`src/hw/rtl/pcd_pkg.sv`:
```
`timescale 1ns / 1ps

package pcd_pkg;

  // Region codes as they appear on the output
  localparam logic [2:0] REGION_SIG  = 3'd0;
  localparam logic [2:0] REGION_LEN  = 3'd1;
  localparam logic [2:0] REGION_TYPE = 3'd2;
  localparam logic [2:0] REGION_DATA = 3'd3;
  localparam logic [2:0] REGION_CRC  = 3'd4;

  localparam logic [2:0] SIG_LAST   = 3'd7;
  localparam logic [2:0] FIELD_LAST = 3'd3;

  localparam logic [7:0] PNG_SIG [0:7] = '{
    8'h89, 8'h50, 8'h4E, 8'h47, 8'h0D, 8'h0A, 8'h1A, 8'h0A
  };

  typedef enum logic [4:0] {
    PH_SIG  = 5'b00001,
    PH_LEN  = 5'b00010,
    PH_TYPE = 5'b00100,
    PH_DATA = 5'b01000,
    PH_CRC  = 5'b10000
  } phase_t;

  typedef struct packed {
    logic        truncated;
    logic        signature_bad;
    logic [31:0] stored_crc;
    logic [31:0] chunk_type;
    logic [31:0] chunk_length;
    logic        chunk_done;
    logic [2:0]  region;
    logic [7:0]  data_out;
  } result_t;

endpackage

```
`src/hw/rtl/png_chunk_deframer.sv`:
```
`timescale 1ns / 1ps

// PNG chunk deframer. Takes a PNG file one byte per transaction on s_axis
// (tlast marks the file's last byte) and returns every byte unchanged on
// m_axis, tagged with its region (signature, length, type, data, crc) and
// with the chunk's length, type and CRC shift registers. m_axis_tlast marks
// the last CRC byte of a chunk; signature_bad is sticky for the file;
// truncated marks a last byte that closes neither chunk nor signature. After
// a last byte the parser starts over on a new file. Throughput is one byte
// per clock; each byte passes one input register and one result register, with
// the parse logic between them. Backpressure on m_axis stalls both.
module png_chunk_deframer (
  input  logic         clk,
  input  logic         rst,
  input  logic         s_axis_tvalid,
  output logic         s_axis_tready,
  input  logic [7:0]   s_axis_tdata,   // data_in[7:0]
  input  logic         s_axis_tlast,   // end_of_stream
  output logic         m_axis_tvalid,
  input  logic         m_axis_tready,
  output logic [103:0] m_axis_tdata,   // data_out[7:0], chunk_length[39:8],
                                       // chunk_type[71:40], stored_crc[103:72]
  output logic         m_axis_tlast,   // chunk_done
  output logic [4:0]   m_axis_tuser    // region[2:0], signature_bad[3],
                                       // truncated[4]
);

  localparam int ResW = $bits(pcd_pkg::result_t);

  logic            in_valid;
  logic            res_ready;
  logic [8:0]      in_data;
  pcd_pkg::result_t res;
  pcd_pkg::result_t res_q;
  logic [ResW-1:0] res_flat;
  logic [ResW-1:0] res_q_flat;

  pcd_stage #(.Width(9)) u_in (
    .clk      (clk),
    .rst      (rst),
    .in_valid (s_axis_tvalid),
    .in_ready (s_axis_tready),
    .in_data  ({s_axis_tlast, s_axis_tdata}),
    .out_valid(in_valid),
    .out_ready(res_ready),
    .out_data (in_data)
  );

  pcd_parser u_parser (
    .clk    (clk),
    .rst    (rst),
    .advance(in_valid && res_ready),
    .byte_in(in_data[7:0]),
    .eos    (in_data[8]),
    .result (res)
  );

  assign res_flat = res;

  pcd_stage #(.Width(ResW)) u_out (
    .clk      (clk),
    .rst      (rst),
    .in_valid (in_valid),
    .in_ready (res_ready),
    .in_data  (res_flat),
    .out_valid(m_axis_tvalid),
    .out_ready(m_axis_tready),
    .out_data (res_q_flat)
  );

  assign res_q = res_q_flat;

  assign m_axis_tdata = {res_q.stored_crc, res_q.chunk_type, res_q.chunk_length,
                         res_q.data_out};
  assign m_axis_tlast = res_q.chunk_done;
  assign m_axis_tuser = {res_q.truncated, res_q.signature_bad, res_q.region};

endmodule

```
`src/hw/rtl/pcd_stage.sv`:
```
`timescale 1ns / 1ps

// One register slice with valid/ready; full rate, in_ready passes out_ready through combinationally.
module pcd_stage #(
  parameter int Width = 8
) (
  input  logic             clk,
  input  logic             rst,
  input  logic             in_valid,
  output logic             in_ready,
  input  logic [Width-1:0] in_data,
  output logic             out_valid,
  input  logic             out_ready,
  output logic [Width-1:0] out_data
);

  logic             valid;
  logic [Width-1:0] data;

  assign in_ready  = !valid || out_ready;
  assign out_valid = valid;
  assign out_data  = data;

  always_ff @(posedge clk) begin
    if (rst) begin
      valid <= 1'b0;
    end else if (in_ready) begin
      valid <= in_valid;
    end
  end

  always_ff @(posedge clk) begin
    if (in_valid && in_ready) begin
      data <= in_data;
    end
  end

endmodule

```
`src/hw/rtl/pcd_parser.sv`:
```
`timescale 1ns / 1ps

// Chunk parsing state; result is combinational from the registered byte,
// state advances when the byte moves into the result register.
module pcd_parser (
  input  logic            clk,
  input  logic            rst,
  input  logic            advance,
  input  logic [7:0]      byte_in,
  input  logic            eos,
  output pcd_pkg::result_t result
);

  pcd_pkg::phase_t phase, phase_next;
  logic [2:0]  field_count, field_count_next;
  logic [31:0] length_value, length_value_next;
  logic [31:0] type_value, type_value_next;
  logic [31:0] crc_value, crc_value_next;
  logic [31:0] data_left, data_left_next;
  logic        sig_mismatch, sig_mismatch_next;
  logic        done;
  logic        boundary;
  logic [2:0]  region;
  logic [31:0] left_dec;

  always_comb begin
    phase_next        = phase;
    field_count_next  = field_count;
    length_value_next = length_value;
    type_value_next   = type_value;
    crc_value_next    = crc_value;
    data_left_next    = data_left;
    sig_mismatch_next = sig_mismatch;
    done              = 1'b0;
    boundary          = 1'b0;
    region            = pcd_pkg::REGION_LEN;
    left_dec          = (data_left != 32'd0) ? data_left - 32'd1 : data_left;

    case (phase)
      pcd_pkg::PH_SIG: begin
        region = pcd_pkg::REGION_SIG;
        if (byte_in != pcd_pkg::PNG_SIG[field_count]) begin
          sig_mismatch_next = 1'b1;
        end
        if (field_count >= pcd_pkg::SIG_LAST) begin
          field_count_next = 3'd0;
          phase_next       = pcd_pkg::PH_LEN;
          boundary         = 1'b1;
        end else begin
          field_count_next = field_count + 3'd1;
        end
      end
      pcd_pkg::PH_TYPE: begin
        region          = pcd_pkg::REGION_TYPE;
        type_value_next = {type_value[23:0], byte_in};
        if (field_count >= pcd_pkg::FIELD_LAST) begin
          field_count_next = 3'd0;
          phase_next = (data_left == 32'd0) ? pcd_pkg::PH_CRC : pcd_pkg::PH_DATA;
        end else begin
          field_count_next = field_count + 3'd1;
        end
      end
      pcd_pkg::PH_DATA: begin
        region         = pcd_pkg::REGION_DATA;
        data_left_next = left_dec;
        if (left_dec == 32'd0) begin
          field_count_next = 3'd0;
          phase_next       = pcd_pkg::PH_CRC;
        end
      end
      pcd_pkg::PH_CRC: begin
        region         = pcd_pkg::REGION_CRC;
        crc_value_next = {crc_value[23:0], byte_in};
        if (field_count >= pcd_pkg::FIELD_LAST) begin
          field_count_next = 3'd0;
          phase_next       = pcd_pkg::PH_LEN;
          done             = 1'b1;
          boundary         = 1'b1;
        end else begin
          field_count_next = field_count + 3'd1;
        end
      end
      default: begin
        // length field; an unknown phase code restarts it from the first byte
        region            = pcd_pkg::REGION_LEN;
        length_value_next = {length_value[23:0], byte_in};
        if (phase == pcd_pkg::PH_LEN && field_count >= pcd_pkg::FIELD_LAST) begin
          field_count_next = 3'd0;
          data_left_next   = length_value_next;
          phase_next       = pcd_pkg::PH_TYPE;
        end else if (phase == pcd_pkg::PH_LEN) begin
          field_count_next = field_count + 3'd1;
        end else begin
          field_count_next = 3'd1;
          phase_next       = pcd_pkg::PH_LEN;
        end
      end
    endcase
  end

  assign result.data_out      = byte_in;
  assign result.region        = region;
  assign result.chunk_done    = done;
  assign result.chunk_length  = length_value_next;
  assign result.chunk_type    = type_value_next;
  assign result.stored_crc    = crc_value_next;
  assign result.signature_bad = sig_mismatch_next;
  assign result.truncated     = eos && !boundary;

  always_ff @(posedge clk) begin
    if (rst || (advance && eos)) begin
      phase        <= pcd_pkg::PH_SIG;
      field_count  <= 3'd0;
      length_value <= 32'd0;
      type_value   <= 32'd0;
      crc_value    <= 32'd0;
      data_left    <= 32'd0;
      sig_mismatch <= 1'b0;
    end else if (advance) begin
      phase        <= phase_next;
      field_count  <= field_count_next;
      length_value <= length_value_next;
      type_value   <= type_value_next;
      crc_value    <= crc_value_next;
      data_left    <= data_left_next;
      sig_mismatch <= sig_mismatch_next;
    end
  end

endmodule

```
`config.mk`:
```
export PLATFORM = sky130hd
export DESIGN_NAME = png_chunk_deframer
export DESIGN_NICKNAME = d
export VERILOG_FILES = /design/src/hw/rtl/pcd_pkg.sv /design/src/hw/rtl/png_chunk_deframer.sv /design/src/hw/rtl/pcd_stage.sv /design/src/hw/rtl/pcd_parser.sv
export SDC_FILE = /design/constraint.sdc
export NUM_CORES = 1
export LEC_CHECK = 0
export BUFFER_PORTS_ARGS = -buffer_cell sky130_fd_sc_hd__buf_2
export CORE_ASPECT_RATIO = 1.5
export CORE_UTILIZATION = 48
export CTS_CLUSTER_SIZE = 12
export DETAILED_ROUTE_END_ITERATION = 8
export GPL_ROUTABILITY_DRIVEN = 0
export PLACE_DENSITY = 0.7
export SLEW_MARGIN = 10
export SYNTH_ARGS = -nofsm -noshare
export SYNTH_HDL_FRONTEND = slang
export SYNTH_SLANG_ARGS = --single-unit
```
`constraint.sdc`:
```
create_clock -name clk -period 5.5 [get_ports clk]
set_input_delay 1.1 -clock clk [delete_from_list [all_inputs] [get_ports clk]]
set_output_delay 1.1 -clock clk [all_outputs]
set_load 0.03 [all_outputs]
```
* Yosys cells after proc, flatten, opt, wreduce, memory -nomap -nowiden
Memories as Yosys holds them, arrays and structs flattened.
Index checks and enable logic that the tools add are counted.
** Word-level totals
- Register bits after elaboration :: 258
- Output and inout bits :: 112
- Bits in read-only memories :: 64
- Memories :: 1
** Operators by class
- Reduce and logical (&&, ||, !) cells :: 21
- Add/subtract/negate cells :: 2
- Equality and inequality tests :: 11
- Bitwise operators :: 2
- Order comparisons :: 3
- Muxes and demuxes :: 28
** Memories
- (no name shown) :: depth 8, width 8, read ports 1, clocked after Yosys merged registers in 0, write ports 0, line pcd_parser.sv:42 : if (byte_in != pcd_pkg::PNG_SIG[field_count]) begin
** Operators by type and width (number)
- two-way mux 32 bit :: 5
- logical NOT 32 bit :: 2
- case mux 32 bit (2 select lines) :: 1
- two-way mux 5 bit :: 7
- nonzero test 32 bit :: 1
- subtractor 32 x 1 -> 32 bit (second input constant) :: 1
- case mux 5 bit (4 select lines) :: 1
- two-way mux 8 bit :: 2
- two-way mux 3 bit :: 5
- case mux 3 bit (4 select lines) :: 1
- case mux 3 bit (3 select lines) :: 1
- != test 2 x 1 -> 1 bit (second input constant) :: 4
- != test 8 bit :: 1
- != test 6 bit (second input constant) :: 1
- AND reduction 6 bit :: 1
- equality test 5 x 1 -> 1 bit (second input constant) :: 1
- equality test 5 x 2 -> 1 bit (second input constant) :: 1
- equality test 5 x 3 -> 1 bit (second input constant) :: 1
- equality test 5 x 4 -> 1 bit (second input constant) :: 1
- equality test 5 bit (second input constant) :: 1
- logical AND 1 bit :: 5
- >= comparator 4 bit (second input constant) :: 1
- two-way mux 1 bit :: 4
- inverter 3 -> 4 bit :: 1
- other kinds (13) :: 17

* Depth between registers and ports, before layout
Gate-level depths: netlist of run 1.
- Depth after elaboration :: 7
- Mapped depth :: 12
- Mapped depth without buffers :: 11

* Hierarchy
Synthesis of run 1 repeated with hierarchy kept, for this count alone.
** Unflattened totals
- Cell total of the unflattened synthesis :: 1077
- Area total of the unflattened synthesis :: 11467.2 µm²
** By module, submodules not included
- pcd_parser :: area an instance 7777.5 µm², instances 1, cells an instance 947, seq. area each 2742.6 µm²
- pcd_stage at u_out :: area an instance 3358.2 µm², instances 1, cells an instance 115, seq. area each 3323.2 µm²
- pcd_stage at u_in :: area an instance 325.3 µm², instances 1, cells an instance 14, seq. area each 290.3 µm²
- png_chunk_deframer :: area an instance 6.3 µm², instances 1, cells an instance 1, seq. area each 0.0 µm²

* Least setup slack after synthesis of run 1
No wires, ideal clock.
- Kind :: input to register
- Start :: in m_axis_tready
- End :: reg u_out.data[0] (netlist: u_out.out_data[0]), enable pin
- Setup slack :: 0.185 ns
- Stages :: 5
- Required time :: 4.983 ns
- Arrival time :: 4.797 ns
- Path through :: nand2b_1 nand2_1 inv_1 clkbuf_1 clkbuf_1
** Between the ends
- Word-level cells in the longest chain between the ends :: 2
** RTL lines
- start, declared :: line png_chunk_deframer.sv:20 : input logic m_axis_tready,
- logical OR 1 bit :: line pcd_stage.sv:20 : assign in_ready = !valid || out_ready;
- logical AND 1 bit
- via u_parser.advance :: line pcd_parser.sv:8 : input logic advance,
- end signal, assigned :: line pcd_stage.sv:34 : data <= in_data;
- end, declared :: line pcd_stage.sv:18 : logic [Width-1:0] data;
The timed path passes the listed nets, and every way through them passes these cells.
A chain may end at the register's enable or synchronous reset.

* Final worst setup path of run 1
- Start :: reg u_parser.data_left[0]
- End :: reg u_parser.phase[0]
** Between the ends
- Word-level cells in the longest chain between the ends :: 5
** RTL lines
- start, declared :: line pcd_parser.sv:19 : logic [31:0] data_left, data_left_next;
- start signal, assigned :: line pcd_parser.sv:125 : data_left <= data_left_next;
- subtractor 32 x 1 -> 32 bit or nonzero test 32 bit (tied branches) :: line pcd_parser.sv:37 : left_dec = (data_left != 32'd0) ? data_left - 32'd1 : data_left;
- two-way mux 32 bit (*) :: line pcd_parser.sv:37
- logical NOT 32 bit (*) :: line pcd_parser.sv:66 : if (left_dec == 32'd0) begin
- != test 2 x 1 -> 1 bit (no line) (*)
- AND reduction 6 bit (no line) (*)
- end signal, assigned :: line pcd_parser.sv:112 : phase <= pcd_pkg::PH_SIG;
- end signal, assigned :: line pcd_parser.sv:120 : phase <= phase_next;
- end, declared :: line pcd_parser.sv:14 : pcd_pkg::phase_t phase, phase_next;
Every way passes the cells marked *; elsewhere a longest branch is shown, timed or not.

==> results.cfg, run 1 <==
[clock_tree]
clockRootBuffer = clkbuf_16
h-tree-depth = 1
clock_path_buffers = 3
path_clk_slew_ns = 0.06
clk_latency_ns = 0.53
hold_buffers = 0
postCtsSetupBuffers = 0
ctsResizeCount = 0
cts_tree = built
numCtsBuffers = 25
cts_num_sinks = 258

[sta]
relSlewSlack_pct = 28.7
drv_slew = 0
fin_ws_ns = 1.58
tns_ns = 0
setup_viol = 0
fin_crit_ns = 3.92
tightest_slew_ns = 1.07
fin_crit_sh_pct = 71.3
finClkSkew_ns = 0.0169
max_freq_ghz = 0.255
rsz0062_at_grt = no
finalHoldViolations = 0

[worst_setup_path]
r2r_start = u_parser.data_left[0]$_SDFFE_PP0P_
cp-endpoint = u_parser.phase[0]$_SDFFE_PP1P_
startpoint = u_parser.data_left[0]$_SDFFE_PP0P_
path_common_cell = or4_1
cp.required_ns = 5.91
rrSetupSlack_ns = 1.58
arrival_ns = 4.33
cp_slowest_cell = or4_1
critPathKind = register to register
crit_path_max_incr_delay_ns = 0.69
r2r-end = u_parser.phase[0]$_SDFFE_PP1P_
start_kind = register
cp_max_fo = 19
cp_cell_sequence = inv_1 -> ha_1 -> or4b_1 -> or4_1 -> nor3_4 -> or4_1 -> nand4_1 -> or4_4 -> o21ai_4 -> nand3_2 -> a21o_1
reg2reg_depth = 11
endpoint_kind = register

[logic_synthesis]
seq_area_frac_synth_pct = 55.9
ys_async_sr_fraction_pct = 0
yosys.cell_types.count = 60
synth_edf_count = 119
ys_warn_count = 0
ys_ff_latch = 258
synth_flop_cell = dfxtp_1
synth.avg_cell_area_um2 = 9.38
synth_nets = 1235
synth_cells = 1213
syn_area_um2 = 11400

[global_routing]
grt_first_pass_wirelength_um = 44900
grt_pass1_vias = 8494
antenna_found_initial = 1
grt-ovfl-total = 0
grt_usage_pct = 23.5
grt_max_degree = 95

[route]
drc_errors = 0
drtAntennaViolNets = 0
routedWlPerCell_um = 17.7
vias_per_cell = 5.65
drtIter0Drc = 807
num_vias = 9209
wirelength_um = 28800
first_pass_iters = 5

[min_path]
min_from = u_parser.length_value[30]$_SDFFE_PP0P_
hold_class = register to register

[placed_design]
post-place-ws_ns = 1.63
dp.cells = 1584
io_buffer_count = 124
hpwl_um = 19300

[floorplanning]
start_util_pct = 49.1
row_count = 68
io_pins = 125
die_y_um = 191
coreArea_um2 = 23100
die_w_um = 128
die_area_um2 = 24300

[power_and_ir_drop]
power.internal_mw = 3.17
p_sw_mw = 1.05
pwr-share-seq_pct = 51.8
ir_drop_mv = 0.209
swShare_pct = 24.9
power_density_nw_per_um2 = 326
pwr-share-comb_pct = 10.6
p_leak_nw = 5.18
clkPwrFrac_pct = 37.6

[finish]
area_delta_synth_final_pct = 13.8
layout.nets = 1318
final_cells = 1631
fillCellCount = 2092
layout-drive-gt1-share_pct = 18.4

[job]
cap_violations = 0

[outcome]
outcome = completed
## cell families (layout without fill, tap and decap cells)
| family | after synthesis | count (layout) | synth area share (%) |
|---|---|---|---|
| buf+inv | 91 | 193 | 3.04 |
| flops | 258 | 258 | 55.9 |
| compound gates | 155 | 155 | 8.50 |
| xor+xnor | 7 | 7 | 0.539 |
| simple gates | 623 | 623 | 24.2 |
| other cells | 0 | 1 | 0 |
| mux | 70 | 70 | 6.88 |
| fa+ha+maj | 9 | 9 | 0.990 |
## worst min path at each step
stage                                                         to  slack (ns)  cells after the start
after global routing        u_parser.type_value[28]$_SDFFE_PP0P_        0.52                      2
final                     u_parser.length_value[30]$_SDFFE_PP0P_        0.49                      2
after global placement            u_parser.phase[4]$_SDFFE_PP0P_        0.47                      2
after floorplan              u_parser.data_left[27]$_SDFFE_PP0P_        0.45                      2
after detailed placement  u_parser.length_value[24]$_SDFFE_PP0P_        0.49                      2
after CTS                 u_parser.length_value[24]$_SDFFE_PP0P_        0.49                      2
## critical path: cells and delay by family (launching register included)
kind            cells  cell delay [ns]
compound gates      2             0.39
fa+ha+maj           1             0.15
buf+inv             1             0.12
simple gates        7             2.80
flops               1             0.35
## metrics by stage
stage,power [mW],hold WS (ns),util (%),cell area [µm²]
after floorplan,2.55,0.448,-,11400
after global placement,2.67,0.468,52.7,12200
after detailed placement,2.68,0.487,52.7,12200
after CTS,4.25,0.495,55.9,12900
after global routing,4.39,0.517,55.9,12900
final,4.22,0.490,55.9,12900
## flip-flops by register name (all words and copies together), names as in the netlist
register,flops
u_in.out_valid,1
u_parser.length_value,32
u_parser.data_left,32
u_parser.type_value,32
u_out.out_data,110
u_parser.phase,5
u_parser.crc_value,32
u_out.out_valid,1
u_parser.field_count,3
u_parser.sig_mismatch,1
u_in.out_data,9
## routing by layer
metal	up-vias	share of wire (%)	track usage, %
li1	4431	-	-
met2	300	52	42.1
met4	0	4.6	11.7
met5	-	0	0
met3	76	4.8	2.95
met1	4402	39	27.7
## synth_stat cells (5+ instances only)
| library cell | number | area [µm²] |
|---|---|---|
| mux2_2 | 65 | 732 |
| ha_1 | 9 | 113 |
| o21a_1 | 5 | 37.5 |
| inv_1 | 11 | 41.3 |
| buf_1 | 6 | 22.5 |
| nand4_1 | 11 | 68.8 |
| a22oi_1 | 8 | 60.1 |
| or3_1 | 10 | 62.6 |
| dfxtp_1 | 139 | 2780 |
| edfxtp_1 | 119 | 3570 |
| a211oi_1 | 9 | 67.6 |
| nor3_1 | 119 | 596 |
| xnor2_1 | 6 | 52.6 |
| o21ai_0 | 40 | 200 |
| a31oi_1 | 6 | 37.5 |
| clkbuf_1 | 71 | 267 |
| nor4_1 | 11 | 68.8 |
| a21oi_1 | 49 | 245 |
| nand3_1 | 18 | 90.1 |
| or4_1 | 11 | 82.6 |
| nand2_1 | 147 | 552 |
| nor2_1 | 267 | 1000 |
| o31ai_1 | 8 | 60.1 |
| o32ai_1 | 5 | 43.8 |
| mux2i_1 | 5 | 50.1 |
| a21o_1 | 5 | 37.5 |
## power groups by stage
stage	Combinational [mW]	Clock (mW)	Sequential (mW)
after global routing	0.489	1.70	2.20
after CTS	0.449	1.61	2.19
final	0.446	1.59	2.19
after global placement	0.439	0	2.23
after floorplan	0.251	0	2.30
after detailed placement	0.447	0	2.23
## layout by cell type, fill, tap and decap left out, types with 12 or more instances in the layout
cell type / n
nor2_1: 267
nand2_1: 145
dfxtp_1: 139
buf_2: 124
nor3_1: 119
edfxtp_1: 119
mux2_2: 65
a21oi_1: 48
o21ai_0: 39
clkbuf_16: 25
clkbuf_1: 19
nand3_1: 17
buf_4: 12
## final cells by class
cell class / count / area [µm²] / area share [%]
clock buffer: 44 / 697 / 5.38
inverter: 11 / 46.3 / 0.358
multi-input combinational: 864 / 4700 / 36.3
sequential: 258 / 6360 / 49.1
clock inverter: 2 / 38.8 / 0.300
tap: 315 / 394 / 3.05
timing repair buffer: 136 / 711 / 5.49
antenna: 1 / 2.50 / 0.0193
(Power assumes the default switching activity.)
==> inputs of run 2 (changes only) <==
--- a/config.mk
+++ b/config.mk
@@ -11,7 +11,7 @@
 export CTS_CLUSTER_SIZE = 12
 export DETAILED_ROUTE_END_ITERATION = 8
 export GPL_ROUTABILITY_DRIVEN = 0
-export PLACE_DENSITY = 0.7
+export PLACE_DENSITY = 0.67
 export SLEW_MARGIN = 10
 export SYNTH_ARGS = -nofsm -noshare
 export SYNTH_HDL_FRONTEND = slang
==> constraint.sdc (replaced) <==
create_clock -name clk -period 3.9 [get_ports clk]
set_input_delay 0.78 -clock clk [delete_from_list [all_inputs] [get_ports clk]]
set_output_delay 0.78 -clock clk [all_outputs]
set_load 0.03 [all_outputs]
==> run 2 against run 1 <==
Net effect:
- sequential power rose by 41%
- worst hold slack got worse by 0.055 ns
- non-clock buffer count rose by 9
==> results.cfg, run 2 (same netlist as run 1, synthesis figures left out) <==
[outcome]
outcome = completed

[worst_setup_path]
arrival_ns = 4.03
start_kind = register
crit_buf_inv = 0
cp.required_ns = 4.32
crit_path_max_incr_delay_ns = 0.68
cp_max_fo = 9
critPathKind = register to register
endpoint_kind = register
cp_cell_sequence = or3_1 -> or4_1 -> nor4_1 -> xnor2_1 -> nand4_1 -> or4_4 -> o21ai_4 -> nand3_2 -> a21o_1
crit_cells = 9
crit_family = simple AND/OR/NAND/NOR gates
reg2reg_depth = 9
cp_slowest_cell = or4_1

[global_routing]
grt_pass1_vias = 8487
grt-ovfl-total = 0
antenna_found_initial = 1
grt_max_degree = 81
grt_first_pass_wirelength_um = 45000
grt_usage_pct = 23.6

[sta]
fin_ws_ns = 0.290
fin_crit_ns = 3.61
max_freq_ghz = 0.277
finalHoldViolations = 0
drv_slew = 0
tns_ns = 0
rsz0062_at_grt = no
setup_viol = 0
tightest_slew_ns = 0.957
whs_ns = 0.435
relSlewSlack_pct = 36.1
fin_crit_sh_pct = 92.6
finClkSkew_ns = 0.0198

[clock_tree]
h-tree-depth = 1
numCtsBuffers = 26
clockRootBuffer = clkbuf_16
postCtsSetupBuffers = 0
clock_path_buffers = 3
cts_num_sinks = 258
clk_latency_ns = 0.53
hold_buffers = 0
cts_tree = built
path_clk_slew_ns = 0.06
ctsResizeCount = 0

[finish]
final_cell_mix = nor2_1, nand2_1, dfxtp_1, buf_2
design_area_um2 = 13000
layout-drive-gt1-share_pct = 19.0
multi_input_area_um2 = 4690
fillCellCount = 2133
largest_reg_flops = 110
area_delta_synth_final_pct = 14.7
seq_area_um2 = 6360
layout.nets = 1328
final_common_cell = nor2_1

[placed_design]
post-place-ws_ns = 0.342
hpwl_um = 19700
io_buffer_count = 124
post_dp_cell_area_um2 = 12300

[route]
drtAntennaViolNets = 0
first_pass_iters = 5
routedWlPerCell_um = 17.7
wirelength_um = 29000
num_vias = 9210
drc_errors = 0
drtIter0Drc = 858
vias_per_cell = 5.61

[floorplanning]
die_y_um = 191
die_area_um2 = 24300
io_pins = 125
start_util_pct = 49.1
die_w_um = 128
row_count = 68
coreArea_um2 = 23100

[min_path]
whs_path_depth = 1
hold_class = input port to register

[power_and_ir_drop]
power_density_nw_per_um2 = 459
p_leak_nw = 5.24
ir_drop_mv = 0.275

[job]
cap_violations = 0
-- run 2: cell count changes in the layout (fill, tap and decap cells not counted), sizes merged --
| cell | delta |
|---|---|
| bufinv | -1 |
| buf | +9 |
| clkinv | +2 |
-- run 2: per-stage QoR --
stage | total power, mW | util [%] | std cells
after detailed placement | 3.78 | 53.1 | 1593
after floorplan | 3.59 | - | 1213
after global placement | 3.77 | 53.1 | 1593
final | 5.99 | 56.4 | 1641
after CTS | 6.05 | 56.4 | 1640
after global routing | 6.22 | 56.4 | 1641
-- run 2: cell type report --
type	count	share of cell area, %
Timing Repair Buffer	145	6.06
Multi-Input combinational cell	864	36.0
Inverter	11	0.355
Tap cell	315	3.02
Clock inverter	3	0.153
Clock buffer	44	5.67
Sequential cell	258	48.7
Antenna cell	1	0.0192
-- run 2: final timing paths --
path	from	slack [ns]	to
hold reg to reg	u_parser.length_value[26]$_SDFFE_PP0P_	0.49	u_parser.length_value[26]$_SDFFE_PP0P_
hold / removal	s_axis_tdata[5]	0.44	u_in.out_data[5]$_DFFE_PP_
setup / recovery	u_parser.data_left[5]$_SDFFE_PP0P_	0.29	u_parser.phase[0]$_SDFFE_PP1P_
setup reg to reg	u_parser.data_left[5]$_SDFFE_PP0P_	0.29	u_parser.phase[0]$_SDFFE_PP1P_
-- run 2: power breakdown --
group / total (mW) / internal, mW / leakage, nW / switching [mW]
clock network: 2.27 / 1.28 / 0.364 / 0.985
logic: 0.633 / 0.216 / 2.60 / 0.418
registers: 3.09 / 2.99 / 2.28 / 0.0980
total: 5.99 / 4.49 / 5.24 / 1.50
-- run 2: per-layer routing --
layer | vias up | wire length (µm) | part of all wire (%) | GRT usage [%]
met1 | 4381 | 11300 | 39 | 27.4
met3 | 93 | 1240 | 4.3 | 3.06
met2 | 287 | 14900 | 51 | 42.1
met5 | - | 0 | 0 | 0
li1 | 4449 | - | - | -
met4 | 0 | 1540 | 5.3 | 12.6
-- run 2: worst reg2reg max path, stage by stage (launching register included) --
cell,delay (ns)
dfxtp_1,0.38
or3_1,0.53
or4_1,0.68
nor4_1,0.57
xnor2_1,0.18
nand4_1,0.12
or4_4,0.53
o21ai_4,0.20
nand3_2,0.13
a21o_1,0.19
